[src/rtl/ddo_pkg.sv]
// Shared types, constants and tables for the wheel odometry block.
// No dependencies.
package ddo_pkg;

  localparam int unsigned CordicStepsDef = 16;
  localparam int unsigned CordicStepsMin = 8;
  localparam int unsigned CordicStepsMax = 24;

  localparam int unsigned CfgIdxW = 2;
  localparam int unsigned CfgDataW = 16;

  localparam logic [CfgIdxW-1:0] CFG_DIAMETER = 2'd0;
  localparam logic [CfgIdxW-1:0] CFG_PPR      = 2'd1;
  localparam logic [CfgIdxW-1:0] CFG_GEAR     = 2'd2;
  localparam logic [CfgIdxW-1:0] CFG_BASE     = 2'd3;

  localparam logic [1:0] OP_RIGHT = 2'd0;
  localparam logic [1:0] OP_LEFT  = 2'd1;
  localparam logic [1:0] OP_TICK  = 2'd2;

  localparam logic [21:0] PiQ20   = 22'd3294199;
  localparam logic [24:0] FullQ16 = 25'(360 << 16);
  localparam logic signed [33:0] KGainQ30 = 34'sd652032874;
  localparam logic [31:0] KCorrQ30 = 32'd434688583;

  function automatic logic signed [33:0] atan_q24(input logic [4:0] i);
    logic signed [33:0] r;
    case (i)
      5'd0: r = 34'sd754974720;  5'd1: r = 34'sd445687602;
      5'd2: r = 34'sd235489088;  5'd3: r = 34'sd119537938;
      5'd4: r = 34'sd60000934;   5'd5: r = 34'sd30029717;
      5'd6: r = 34'sd15018523;   5'd7: r = 34'sd7509720;
      5'd8: r = 34'sd3754917;    5'd9: r = 34'sd1877466;
      5'd10: r = 34'sd938734;    5'd11: r = 34'sd469367;
      5'd12: r = 34'sd234684;    5'd13: r = 34'sd117342;
      5'd14: r = 34'sd58671;     5'd15: r = 34'sd29335;
      5'd16: r = 34'sd14668;     5'd17: r = 34'sd7334;
      5'd18: r = 34'sd3667;      5'd19: r = 34'sd1833;
      5'd20: r = 34'sd917;       5'd21: r = 34'sd458;
      5'd22: r = 34'sd229;       5'd23: r = 34'sd115;
      default: r = '0;
    endcase
    return r;
  endfunction

  typedef enum logic [3:0] {
    C_IDLE, C_MUL, C_DIV, C_FWD, C_TURN, C_HEAD, C_CORDIC, C_POS, C_OUT
  } dp_cmd_e;

  typedef struct packed {
    dp_cmd_e    cmd;
    logic       start;
    logic       edge_r;
    logic       edge_l;
    logic       down;
  } dp_ctl_t;

  typedef struct packed {
    logic busy;
  } dp_sts_t;

  typedef struct packed {
    logic [1:0] op;
    logic       phase_b;
  } motion_t;

  typedef struct packed {
    logic signed [31:0] pos_x;
    logic signed [31:0] pos_y;
    logic [24:0]        heading;
    logic [31:0]        right_total;
    logic [31:0]        left_total;
  } pose_t;

endpackage

[src/rtl/ddo_ctrl.sv]
// Sequencer for the odometry block: walks a tick through its phases.
// Depends on ddo_pkg.
module ddo_ctrl import ddo_pkg::*; (
  input  logic       clk_i,
  input  logic       rst_ni,
  input  logic       in_valid_i,
  input  logic [1:0] in_op_i,
  input  logic       in_phase_b_i,
  output logic       in_ready_o,
  input  logic       out_free_i,
  input  dp_sts_t    sts_i,
  output dp_ctl_t    ctl_o
);
  typedef enum logic [3:0] {
    S_IDLE, S_MUL, S_DIV, S_FWD, S_TURN, S_HEAD, S_CORDIC, S_POS, S_OUT
  } state_e;

  state_e state_q;
  dp_ctl_t ctl_q;

  assign in_ready_o = (state_q == S_IDLE);
  assign ctl_o = ctl_q;

  always_ff @(posedge clk_i or negedge rst_ni) begin
    if (!rst_ni) begin
      state_q <= S_IDLE;
      ctl_q <= '{cmd: C_IDLE, default: '0};
    end else begin
      ctl_q <= '{cmd: C_IDLE, default: '0};
      case (state_q)
        S_IDLE: begin
          if (in_valid_i) begin
            ctl_q.down <= in_phase_b_i;
            case (in_op_i)
              OP_RIGHT: ctl_q.edge_r <= 1'b1;
              OP_LEFT:  ctl_q.edge_l <= 1'b1;
              OP_TICK: begin
                ctl_q.cmd <= C_MUL;
                state_q <= S_MUL;
              end
              default: ;
            endcase
          end
        end
        S_MUL: begin
          ctl_q.cmd <= C_DIV;
          ctl_q.start <= 1'b1;
          state_q <= S_DIV;
        end
        S_DIV: begin
          ctl_q.cmd <= C_DIV;
          if (!sts_i.busy && !ctl_q.start) begin
            ctl_q.cmd <= C_FWD;
            state_q <= S_FWD;
          end
        end
        S_FWD: begin
          ctl_q.cmd <= C_TURN;
          ctl_q.start <= 1'b1;
          state_q <= S_TURN;
        end
        S_TURN: begin
          ctl_q.cmd <= C_TURN;
          if (!sts_i.busy && !ctl_q.start) begin
            ctl_q.cmd <= C_HEAD;
            state_q <= S_HEAD;
          end
        end
        S_HEAD: begin
          ctl_q.cmd <= C_CORDIC;
          ctl_q.start <= 1'b1;
          state_q <= S_CORDIC;
        end
        S_CORDIC: begin
          ctl_q.cmd <= C_CORDIC;
          if (!sts_i.busy && !ctl_q.start) begin
            ctl_q.cmd <= C_POS;
            state_q <= S_POS;
          end
        end
        S_POS: begin
          ctl_q.cmd <= C_POS;
          if (!sts_i.busy) begin
            state_q <= S_OUT;
          end
        end
        S_OUT: begin
          if (out_free_i) begin
            ctl_q.cmd <= C_OUT;
            state_q <= S_IDLE;
          end
        end
        default: state_q <= S_IDLE;
      endcase
    end
  end
endmodule

[config.mk]
export PLATFORM = sky130hd
export DESIGN_NAME = ddo_ctrl
export DESIGN_NICKNAME = d
export VERILOG_FILES = /design/src/rtl/ddo_pkg.sv /design/src/rtl/ddo_ctrl.sv
export SDC_FILE = /design/constraint.sdc
export NUM_CORES = 1
export LEC_CHECK = 0
export BUFFER_PORTS_ARGS = -buffer_cell sky130_fd_sc_hd__buf_2
export CELL_PAD_IN_SITES_DETAIL_PLACEMENT = 0
export CELL_PAD_IN_SITES_GLOBAL_PLACEMENT = 2
export CORE_MARGIN = 2
export CORE_UTILIZATION = 33
export CTS_BUF_LIST = sky130_fd_sc_hd__clkbuf_2
export DETAILED_ROUTE_END_ITERATION = 12
export PLACE_DENSITY = 0.79
export SYNTH_ARGS = -nofsm -noshare
export SYNTH_HDL_FRONTEND = slang
export SYNTH_SLANG_ARGS = --single-unit
[constraint.sdc]
create_clock -name clk_i -period 3.8 [get_ports clk_i]
set_input_delay 0.95 -clock clk_i [delete_from_list [all_inputs] [get_ports clk_i]]
set_output_delay 0.95 -clock clk_i [all_outputs]
set_load 0.02 [all_outputs]
# After elaboration in Yosys (flattened, before gate mapping)
# Index checks and enable logic that the tools add are counted.
dict set report totals {
  latch_bits 0
  elab_cells 50
  in_bits 8
  out_inout_bits 9
  romBits 0
  mem_bits_rw 0
  n_memories 0
  regBits 12
}
dict set report op_classes {
  n_reduce_logical 7
  div 0
  mux 20
  n_eq_ne 17
  n_bitwise 0
  mul 0
  n_lt_le_gt_ge 0
  n_shift 0
  addsub 0
}
# op count
set op_table {}
lappend op_table {{$pmux 4 s9} 2}
lappend op_table {{$mux 4} 8}
lappend op_table {{$eq 4x3->1 const B} 4}
lappend op_table {{$ne 2x2->1 const B} 6}
lappend op_table {{$eq 4x2->1 const B} 2}
lappend op_table {{$mux 1} 8}
lappend op_table {{$reduce_and 7->1} 1}
lappend op_table {{$mux 3} 2}
lappend op_table {{$eq 4x1->1 const B} 1}
lappend op_table {{$eq 4x4->1 const B} 1}
lappend op_table {{$logic_not 4->1} 1}
lappend op_table {{$reduce_or 3->1} 1}
lappend op_table {{$eq 2x1->1 const B} 1}
lappend op_table {{$eq 2x2->1 const B} 1}
lappend op_table {{$logic_not 1->1} 2}
lappend op_table {{$logic_not 2->1} 1}
lappend op_table {{$ne 2x1->1 const B} 1}
lappend op_table {{$logic_and 1x1->1} 1}

# Depth between registers and ports, before layout
# Gate-level depths: netlist (run 1).
dict set report logic_depth {
  word_depth 4
  ltp_mapped 4
  mapped_depth_nobuf 3
}

# Worst setup path before layout (run 1)
# No wires, ideal clock.
dict set report synth_timing {
  path_kind {register to output}
  startpoint {register state_q[0]}
  endpoint {output in_ready_o}
  arrival_ns 1.191
  setup_slack_ns 1.659
  stages_incl_launch_ff 4
  required_time_ns 2.850
  n_path_buf 1
  path_cell_list {dfrtp_1 buf_6 or3_4 nor2_1}
}
dict set report synth_between {
  elab_chain_len 1
}
# item line
set synth_lines {}
lappend synth_lines {{start, declared} ddo_ctrl.sv:18} ;# state_e state_q;
lappend synth_lines {{start signal, assigned} ddo_ctrl.sv:26} ;# state_q <= S_IDLE;
lappend synth_lines {{start signal, assigned} ddo_ctrl.sv:39} ;# state_q <= S_MUL;
lappend synth_lines {{start signal, assigned} ddo_ctrl.sv:48} ;# state_q <= S_DIV;
lappend synth_lines {{$logic_not 4->1} ddo_ctrl.sv:21} ;# assign in_ready_o = (state_q == S_IDLE);
lappend synth_lines {{end, declared} ddo_ctrl.sv:9} ;# output logic in_ready_o,
# No other way between the ends.

# Worst setup path after layout (run 1)
dict set report layout_timing {
  startpoint {register state_q[1]}
  endpoint {output in_ready_o}
}
# The elaborated chain is that of the path after synthesis.

==> results of run 1 <==
[worst register-to-register path, cell delays in order (launching register included)]
cell     delay (ps)
dfrtp_1         540
nand3_1         240
or3b_2          530
o21ai_0          90
[area by class of cell]
cell class / count / share of cell area, %
flip-flops and latches: 12 / 48.78
inverters: 1 / 0.6098
clock inverters: 1 / 0.6098
clock buffers: 3 / 2.439
well taps: 16 / 3.252
multi-input cells: 30 / 31.30
repair buffers: 16 / 13.01
[power breakdown]
group          internal [W]   total, W  switching (W)
clock             0.0000229  0.0000659      0.0000430
combinational     0.0000691   0.000159      0.0000897
sequential         0.000167   0.000214      0.0000462
total              0.000259   0.000438       0.000179
[synth_stat cells (all sizes together) (2+ instances only)]
library cell / instances
dfrtp: 12
nor2: 6
buf: 2
nand2: 2
nand3: 2
nor4b: 2
[routing by layer]
layer / wire length, um / vias to the layer above
met5: 0 / -
met4: 0 / 0
met3: 74 / 0
met2: 482 / 15
met1: 459 / 194
li1: - / 194
[path summary, 6_finish.rpt]
check,endpoint,from,cells past startpoint
max in group asynchronous,ctl_o[6],rst_ni,1
setup / recovery,in_ready_o,state_q[1],3
hold reg to reg,ctl_o[3],state_q[2],1
hold / removal,ctl_o[4],rst_ni,1
min in group clk_i,ctl_o[3],state_q[2],1
setup reg to reg,state_q[1],state_q[1],3
[logic make-up after synthesis]
logic type	after synthesis	synth area share [%]
AOI/OAI and AO/OA	9	11.96
xor gates and xnor gates	1	1.675
buffers and inverters	4	5.740
DFF	12	57.42
and+or+nand+nor	20	23.21
[through the flow]
step | setup WS [ps] | cell area [um^2] | hold slack (ps)
6_report | 1354 | 615.6 | 538.7
4_1_cts | 1343 | 615.6 | 523.9
3_3_place_gp | 1676 | 596.8 | 597.7
3_5_place_dp | 1660 | 596.8 | 604.9
2_1_floorplan | 1659 | 523.0 | 543.4
5_1_grt | 1211 | 615.6 | 519.6
[registers in the layout, indices dropped and copies added, names as in the netlist]
name	count
ctl_o	8
state_q	4
==> impl_metrics.env, run 1 <==
export IMPL_end_kind="output port"
export IMPL_avgSynthCellArea_um2=11.37
export IMPL_postCtsHoldBufs=0
export IMPL_finalClockSkew_ps=4.721
export IMPL_antenna_cells=0
export IMPL_report_final_slew_viol_count=0
export IMPL_grt_pass1_vias=361
export IMPL_worst_pin_slew_ps=365.3
export IMPL_setup_viol=0
export IMPL_synth_edff_count=0
export IMPL_die_h_um=43.81
export IMPL_nets=72
export IMPL_grt_max_degree=13
export IMPL_dr_pass1_iters=6
export IMPL_synthCells=46
export IMPL_cts_tree="yes"
export IMPL_clockBufferDepth=2
export IMPL_total_power_w=0.0004383
export IMPL_hp_class="in2async"
export IMPL_cts_setup_buffers=0
export IMPL_fmax_ghz=0.4088
export IMPL_required_ps=2850
export IMPL_htreeDepth=1
export IMPL_cp_max_fo=10
export IMPL_fin_cells=79
export IMPL_globalplace_congestion=0.7559
export IMPL_start_util_pct=35.13
export IMPL_cts_root_buf="clkbuf_2"
export IMPL_cts_repair_resized=0
export IMPL_synth_top_cell_by_area="dfrtp_1"
export IMPL_synth_top_cells_by_area="dfrtp_1 (57%), buf_6 (4.3%), nor2_1 (4.3%)"
export IMPL_final_cell_mix="buf_2 (16), dfrtp_1 (12), nor2_1 (6)"
export IMPL_ys_ff_latch=12
export IMPL_period_share_pct=64.38
export IMPL_p_leak_nw=0.3019
export IMPL_grt_busiest_layer="met2"
export IMPL_seq_area_um2=300.3
export IMPL_met1_usage_pct=16.45
export IMPL_powerDensity_nw_per_um2=712.0
export IMPL_arrival_ps=1500
export IMPL_core_region_area_um2=1489
export IMPL_cap_violations=0
export IMPL_crit_chain="or3_4, nor2_1, buf_2"
export IMPL_drt_total_wl_mm=1.016
export IMPL_status="completed"
export IMPL_use_met2_pct=17.35
export IMPL_rsz0062_at_grt="false"
export IMPL_slew_headroom_pct=75.30
export IMPL_finalHoldViolCount=0
export IMPL_slowest_delay_ps=510
export IMPL_vias=403
export IMPL_post_route_min_period_ps=2446
export IMPL_crit_slowest_cell="dfrtp_1"
export IMPL_grtUsageTotal_pct=12.64
export IMPL_crit_type="reg2out"
export IMPL_multiInputGateArea_um2=192.7
export IMPL_rrSetupSlack_ps=2330
export IMPL_drt_wirelength_per_cell_um=12.86
export IMPL_mostFrequentLayoutCell="buf_2"
export IMPL_clkLatencyLatePin_ps=260
export IMPL_seq_area_frac_synth_pct=57.42
export IMPL_syn_cell_area_um2=523.0
export IMPL_synthArstFlopShare_pct=100.0
export IMPL_cts_reportedPaths_clkPinSlew_ps=120
export IMPL_grt_overflow=0
export IMPL_area_growth_pct=17.70
export IMPL_cts_sinks=12
export IMPL_grt_antenna_before_repair=0
export IMPL_yosysTopAreaCellShare_pct=57.42
export IMPL_ioPinCount=17
export IMPL_ir_drop_v=0.0002889
export IMPL_place_port_buffers=16
export IMPL_grt_pass1_wl_mm=1.676
export IMPL_vias_per_cell=5.101
export IMPL_worstPathBufferInverterCount=1
export IMPL_drc_errors=0
export IMPL_ant_nets=0
export IMPL_dr_first_iter_drc_count=7
export IMPL_fin_util_pct=41.34
export IMPL_cp_top_family="simple AND/OR/NAND/NOR gates"
export IMPL_syn_nets=54
export IMPL_numPlacedInstances=75
export IMPL_row_count=14
export IMPL_die_area_um2=1919
export IMPL_grtUsageMet3_pct=4.167
export IMPL_tns_ps=0
export IMPL_critPathLaunchType="register"
export IMPL_ys_dominant_reg_cell="dfrtp_1"
export IMPL_yosysWarnings=0
export IMPL_netlist_cell_type_count=27
export IMPL_fillers=143
export IMPL_cts_made_buffers=3
export IMPL_dp_hpwl_um=727.9
export IMPL_drive_gt1_share_pct=36.51
export IMPL_chipWidth_um=43.81
(Power assumes the default switching activity.)
==> run 2, diff against run 1 <==
--- a/config.mk
+++ b/config.mk
@@ -9,10 +9,10 @@
 export CELL_PAD_IN_SITES_DETAIL_PLACEMENT = 0
 export CELL_PAD_IN_SITES_GLOBAL_PLACEMENT = 2
 export CORE_MARGIN = 2
-export CORE_UTILIZATION = 33
+export CORE_UTILIZATION = 28
 export CTS_BUF_LIST = sky130_fd_sc_hd__clkbuf_2
 export DETAILED_ROUTE_END_ITERATION = 12
-export PLACE_DENSITY = 0.79
+export PLACE_DENSITY = 0.71
 export SYNTH_ARGS = -nofsm -noshare
 export SYNTH_HDL_FRONTEND = slang
 export SYNTH_SLANG_ARGS = --single-unit
==> constraint.sdc (replaced) <==
create_clock -name clk_i -period 2 [get_ports clk_i]
set_input_delay 0.5 -clock clk_i [delete_from_list [all_inputs] [get_ports clk_i]]
set_output_delay 0.5 -clock clk_i [all_outputs]
set_load 0.02 [all_outputs]
==> run 2 against run 1 <==
Net effect: critical path depth unchanged; clock power up 82%; routed wire length up 0.49%; highest routed layer is now met4; combinational power up 130%; critical endpoint unchanged; sequential power up 76%; clock skew up 5.0 ps; non-clock buffer count up 2; critical path type unchanged; first-iteration DRC count down 57%; setup slack worse by 1300 ps.
==> impl_metrics.env, run 2 (same netlist as run 1, synthesis figures left out) <==
export IMPL_status="completed"
export IMPL_slowest_delay_ps=450
export IMPL_fin_util_pct=36.77
export IMPL_grtUsageTotal_pct=10.80
export IMPL_crit_slowest_cell="dfrtp_2"
export IMPL_cp_top_family="simple AND/OR/NAND/NOR gates"
export IMPL_setup_viol=0
export IMPL_clockBufferDepth=2
export IMPL_placed_area_um2=615.6
export IMPL_end_kind="output port"
export IMPL_timing_rr_start="state_q[0]"
export IMPL_cts_root_buf="clkbuf_2"
export IMPL_pre_cts_ws_ps=312.5
export IMPL_cap_violations=0
export IMPL_drive_gt1_share_pct=40.63
export IMPL_cts_tree="yes"
export IMPL_rrSetupSlack_ps=590
export IMPL_p_leak_nw=0.3091
export IMPL_drt_total_wl_mm=1.021
export IMPL_grt_pass1_vias=350
export IMPL_finalHoldViolCount=0
export IMPL_arrival_ps=1420
export IMPL_drc_errors=0
export IMPL_chipWidth_um=47.22
export IMPL_grt_antenna_before_repair=0
export IMPL_slew_headroom_pct=75.35
export IMPL_cts_made_buffers=3
export IMPL_die_h_um=47.22
export IMPL_ir_drop_v=0.0005155
export IMPL_crit_cells=3
export IMPL_startpoint="state_q[0]"
export IMPL_fin_hold_ws_ps=80.15
export IMPL_mostFrequentLayoutCell="buf_2"
export IMPL_row_count=15
export IMPL_dr_pass1_iters=2
export IMPL_nets=74
export IMPL_place_port_buffers=16
export IMPL_htreeDepth=1
export IMPL_ioPinCount=17
export IMPL_core_region_area_um2=1745
export IMPL_antenna_cells=0
export IMPL_report_final_slew_viol_count=0
export IMPL_rsz0062_at_grt="false"
export IMPL_crit_chain="or3_4, nor2_1, buf_4"
export IMPL_vias_per_cell=4.393
export IMPL_cts_reportedPaths_clkPinSlew_ps=120
export IMPL_start_util_pct=29.96
export IMPL_crit_type="reg2out"
export IMPL_vias=391
export IMPL_hp_class="in2async"
export IMPL_fmax_ghz=0.5195
export IMPL_grt_max_degree=13
export IMPL_cp_max_fo=4
export IMPL_post_route_min_period_ps=1925
export IMPL_dp_hpwl_um=740.1
export IMPL_largest_register_ffs=8
export IMPL_globalplace_congestion=0.6936
export IMPL_grt_pass1_wl_mm=1.552
export IMPL_multiInputGateArea_um2=192.7
export IMPL_seq_area_um2=301.5
export IMPL_worst_pin_slew_ps=364.6
export IMPL_drt_wirelength_per_cell_um=11.47
export IMPL_powerDensity_nw_per_um2=1351
export IMPL_die_area_um2=2230
export IMPL_worst_slack_ps=75.12
export IMPL_required_ps=1500
export IMPL_clkLatencyLatePin_ps=270
export IMPL_final_cell_mix="buf_2 (15), dfrtp_1 (11), nor2_1 (6)"
export IMPL_fillers=186
export IMPL_dr_first_iter_drc_count=3
export IMPL_cp_endpoint="in_ready_o"
export IMPL_worstPathBufferInverterCount=1
export IMPL_postCtsHoldBufs=0
export IMPL_tns_ps=0
export IMPL_area_growth_pct=22.73
export IMPL_cts_sinks=12
export IMPL_fin_area_um2=641.9
export IMPL_ant_nets=0
export IMPL_grt_overflow=0
export IMPL_period_share_pct=96.24
export IMPL_rr_worst_depth=4
export IMPL_finalClockSkew_ps=9.673
export IMPL_r2r_end="state_q[1]"
export IMPL_critPathLaunchType="register"
==> run 2: changes by cell type in the layout (fill, tap and decap cells not counted), sizes merged <==
cell / before / now
clkinv: 1 / 0
buf: 16 / 18
==> run 2: per-layer routing <==
layer	global-route usage (%)	share of wire, %
met3	3.462	4.2
met1	13.08	49
met5	0	0
met4	8.333	1.9
met2	15.68	45
==> run 2: metrics by stage <==
step	total power (W)	instances
3_3_place_gp	0.0007331	85
5_1_grt	0.0009363	89
6_report	0.0008672	89
2_1_floorplan	0.0006561	46
4_1_cts	0.0008615	88
3_5_place_dp	0.0007350	85
==> run 2: final cells by class <==
type | count | share of cell area, %
clock buffer | 3 | 2.339
multi-input combinational | 30 | 30.02
inverter | 1 | 0.5848
sequential | 12 | 46.98
timing repair buffer | 18 | 15.20
tap | 25 | 4.873
==> run 2: timing repair <==
item / 4_1_cts / 5_1_grt
gates resized for setup: 1 / 1
buffers inserted: 0 / 1
endpoints found under the setup margin: 1 / 1
==> run 2: how the worst min path moves through the flow <==
stage / startpoint / end / slack, ps / cells past startpoint
2_1_floorplan: rst_ni / ctl_o[0] / 200 / 0
3_3_place_gp: rst_ni / ctl_o[5] / 390 / 1
3_5_place_dp: rst_ni / ctl_o[5] / 390 / 1
4_1_cts: rst_ni / ctl_o[4] / 80 / 1
5_1_grt: rst_ni / ctl_o[4] / 80 / 1
6_report: rst_ni / ctl_o[5] / 80 / 1
==> run 2: power by group <==
group,internal [W],switching [W],total [W]
clock,0.0000409,0.0000792,0.000120
sequential,0.000320,0.0000565,0.000376
combinational,0.000160,0.000211,0.000371
==> run 3, diff against run 2 <==
--- a/config.mk
+++ b/config.mk
@@ -5,14 +5,15 @@
 export SDC_FILE = /design/constraint.sdc
 export NUM_CORES = 1
 export LEC_CHECK = 0
+export ABC_AREA = 1
 export BUFFER_PORTS_ARGS = -buffer_cell sky130_fd_sc_hd__buf_2
 export CELL_PAD_IN_SITES_DETAIL_PLACEMENT = 0
 export CELL_PAD_IN_SITES_GLOBAL_PLACEMENT = 2
 export CORE_MARGIN = 2
-export CORE_UTILIZATION = 28
+export CORE_UTILIZATION = 26
 export CTS_BUF_LIST = sky130_fd_sc_hd__clkbuf_2
 export DETAILED_ROUTE_END_ITERATION = 12
-export PLACE_DENSITY = 0.71
+export PLACE_DENSITY = 0.7
 export SYNTH_ARGS = -nofsm -noshare
 export SYNTH_HDL_FRONTEND = slang
 export SYNTH_SLANG_ARGS = --single-unit
==> run 3 against run 2 <==
Net effect: routed wire length is 20% higher; cell count is 33% higher; global-route usage is 0.29 points higher; largest power group is now combinational cells; non-clock buffer count is 2 lower.
==> impl_metrics.env, run 3 <==
export IMPL_mostFrequentLayoutCell="nand2_1"
export IMPL_tns_ps=0
export IMPL_fillers=248
export IMPL_nets=100
export IMPL_postCtsHoldBufs=0
export IMPL_grt_max_degree=13
export IMPL_cp_top_family="flip-flops"
export IMPL_netlist_cell_type_count=18
export IMPL_globalplace_congestion=0.7611
export IMPL_area_growth_pct=22.08
export IMPL_arrival_ps=1290
export IMPL_largest_register_ffs=8
export IMPL_dr_pass1_iters=4
export IMPL_cts_tree="yes"
export IMPL_setup_viol=0
export IMPL_met1_usage_pct=13.85
export IMPL_syn_cell_area_um2=589.3
export IMPL_grt_busiest_layer="met2"
export IMPL_cts_root_buf="clkbuf_2"
export IMPL_powerDensity_nw_per_um2=1418
export IMPL_seq_area_frac_synth_pct=50.96
export IMPL_cts_sinks=12
export IMPL_yosysMostFrequentCell="nand2_1"
export IMPL_place_port_buffers=16
export IMPL_use_met2_pct=16.45
export IMPL_period_share_pct=89.68
export IMPL_fin_cells=118
export IMPL_finalHoldViolCount=0
export IMPL_yosysWarnings=0
export IMPL_synthArstFlopShare_pct=100.0
export IMPL_ant_nets=0
export IMPL_critPathLaunchType="register"
export IMPL_drt_wirelength_per_cell_um=10.36
export IMPL_grtUsageTotal_pct=11.08
export IMPL_cts_repair_resized=0
export IMPL_grt_pass1_vias=485
export IMPL_synth_top_cell_by_area="dfrtp_1"
export IMPL_htreeDepth=1
export IMPL_post_route_min_period_ps=1794
export IMPL_crit_type="reg2out"
export IMPL_drive_gt1_share_pct=31.11
export IMPL_grt_overflow=0
export IMPL_vias=506
export IMPL_fin_hold_ws_ps=100.7
export IMPL_dr_first_iter_drc_count=8
export IMPL_pre_cts_ws_ps=514.1
export IMPL_worstPathBufferInverterCount=2
export IMPL_total_power_w=0.001020
export IMPL_numPlacedInstances=115
export IMPL_syn_nets=79
export IMPL_synthCells=71
export IMPL_yosys_top_cells_count="nand2_1 (17), dfrtp_1 (12), inv_1 (12), nor2_1 (8), nand4_1 (4)"
export IMPL_hp_class="in2async"
export IMPL_crit_slowest_cell="dfrtp_1"
export IMPL_end_kind="output port"
export IMPL_p_leak_nw=0.4136
export IMPL_required_ps=1500
export IMPL_drc_errors=0
export IMPL_ys_ff_latch=12
export IMPL_die_area_um2=2664
export IMPL_clkLatencyLatePin_ps=250
export IMPL_yosysTopAreaCellShare_pct=50.96
export IMPL_dp_hpwl_um=984.1
export IMPL_crit_chain="nor2_1, nand2_4, inv_2, buf_2"
export IMPL_vias_per_cell=4.288
export IMPL_status="completed"
export IMPL_cts_reportedPaths_clkPinSlew_ps=110
export IMPL_cts_setup_buffers=0
export IMPL_drt_total_wl_mm=1.223
export IMPL_synth_top_cells_by_area="dfrtp_1 (51%), nand2_1 (11%), inv_1 (7.6%)"
export IMPL_grt_antenna_before_repair=0
export IMPL_ioPinCount=17
export IMPL_synth_edff_count=0
export IMPL_worst_slack_ps=206.3
export IMPL_antenna_cells=0
export IMPL_ys_dominant_reg_cell="dfrtp_1"
export IMPL_cts_made_buffers=3
export IMPL_cap_violations=0
export IMPL_row_count=17
export IMPL_rsz0062_at_grt="false"
export IMPL_ir_drop_v=0.0006713
export IMPL_avgSynthCellArea_um2=8.300
export IMPL_report_final_slew_viol_count=0
export IMPL_die_h_um=51.61
export IMPL_cp_max_fo=7
export IMPL_finalClockSkew_ps=1.594
export IMPL_clockBufferDepth=2
export IMPL_core_region_area_um2=2170
export IMPL_slowest_delay_ps=460
export IMPL_grtUsageMet3_pct=4.598
export IMPL_start_util_pct=27.16
export IMPL_final_cell_mix="nand2_1 (17), buf_2 (16), inv_1 (12), dfrtp_1 (12), nor2_1 (8)"
export IMPL_chipWidth_um=51.61
export IMPL_worst_pin_slew_ps=272.6
export IMPL_fmax_ghz=0.5575
export IMPL_grt_pass1_wl_mm=2.090
export IMPL_slew_headroom_pct=81.83
## run 3: cell types whose count changed after synthesis, sizes merged, moves of 2 or more
cell	previous run	this run
buf	2	0
nor2	6	11
nand4	0	5
nor4	0	2
inv	1	14
nand2	2	18
nor4b	2	0
## run 3: metal layers
layer	vias to the layer above	part of all wire [%]	routed length (um)
met4	0	0.82	10
met3	2	6.1	74
li1	265	-	-
met5	-	0	0
met1	221	45	554
met2	18	48	583
## run 3: power breakdown
group,switching (W),internal (W),total [W]
logic,0.000358,0.000177,0.000535
clock network,0.0000743,0.0000409,0.000115
registers,0.0000486,0.000322,0.000370
## run 3: worst paths after layout
| path | startpoint | endpoint | slack [ps] | cells after the start |
|---|---|---|---|---|
| min | rst_ni | ctl_o[7] | 100 | 1 |
| max in group asynchronous | rst_ni | state_q[0] | 1690 | 1 |
| max reg2reg | state_q[3] | state_q[2] | 770 | 6 |
| min reg2reg | state_q[2] | ctl_o[3] | 530 | 1 |
| min in group clk_i | in_op_i[0] | ctl_o[2] | 420 | 2 |
| max | state_q[3] | in_ready_o | 210 | 4 |
## run 3: per-stage QoR
| stage | utilization (%) | instance area [um^2] |
|---|---|---|
| after floorplan | - | 589.3 |
| after global placement | 32.47 | 704.4 |
| after detailed placement | 32.47 | 704.4 |
| after CTS | 33.16 | 719.4 |
| after global routing | 33.16 | 719.4 |
| final | 33.16 | 719.4 |
## run 3: area by class of cell
| type | instances | area, um^2 | area share [%] |
|---|---|---|---|
| clock buffers | 3 | 15.01 | 2.087 |
| inverters | 14 | 52.55 | 7.304 |
| multi-input cells | 45 | 236.5 | 32.87 |
| flip-flops and latches | 12 | 300.3 | 41.74 |
| well taps | 28 | 35.03 | 4.870 |
| repair buffers | 16 | 80.08 | 11.13 |
## run 3: cells by family after synthesis
| family | count (synthesis) | synth area share (%) |
|---|---|---|
| compound gates | 4 | 4.458 |
| flops | 12 | 50.96 |
| simple gates | 41 | 35.67 |
| buf+inv | 14 | 8.917 |
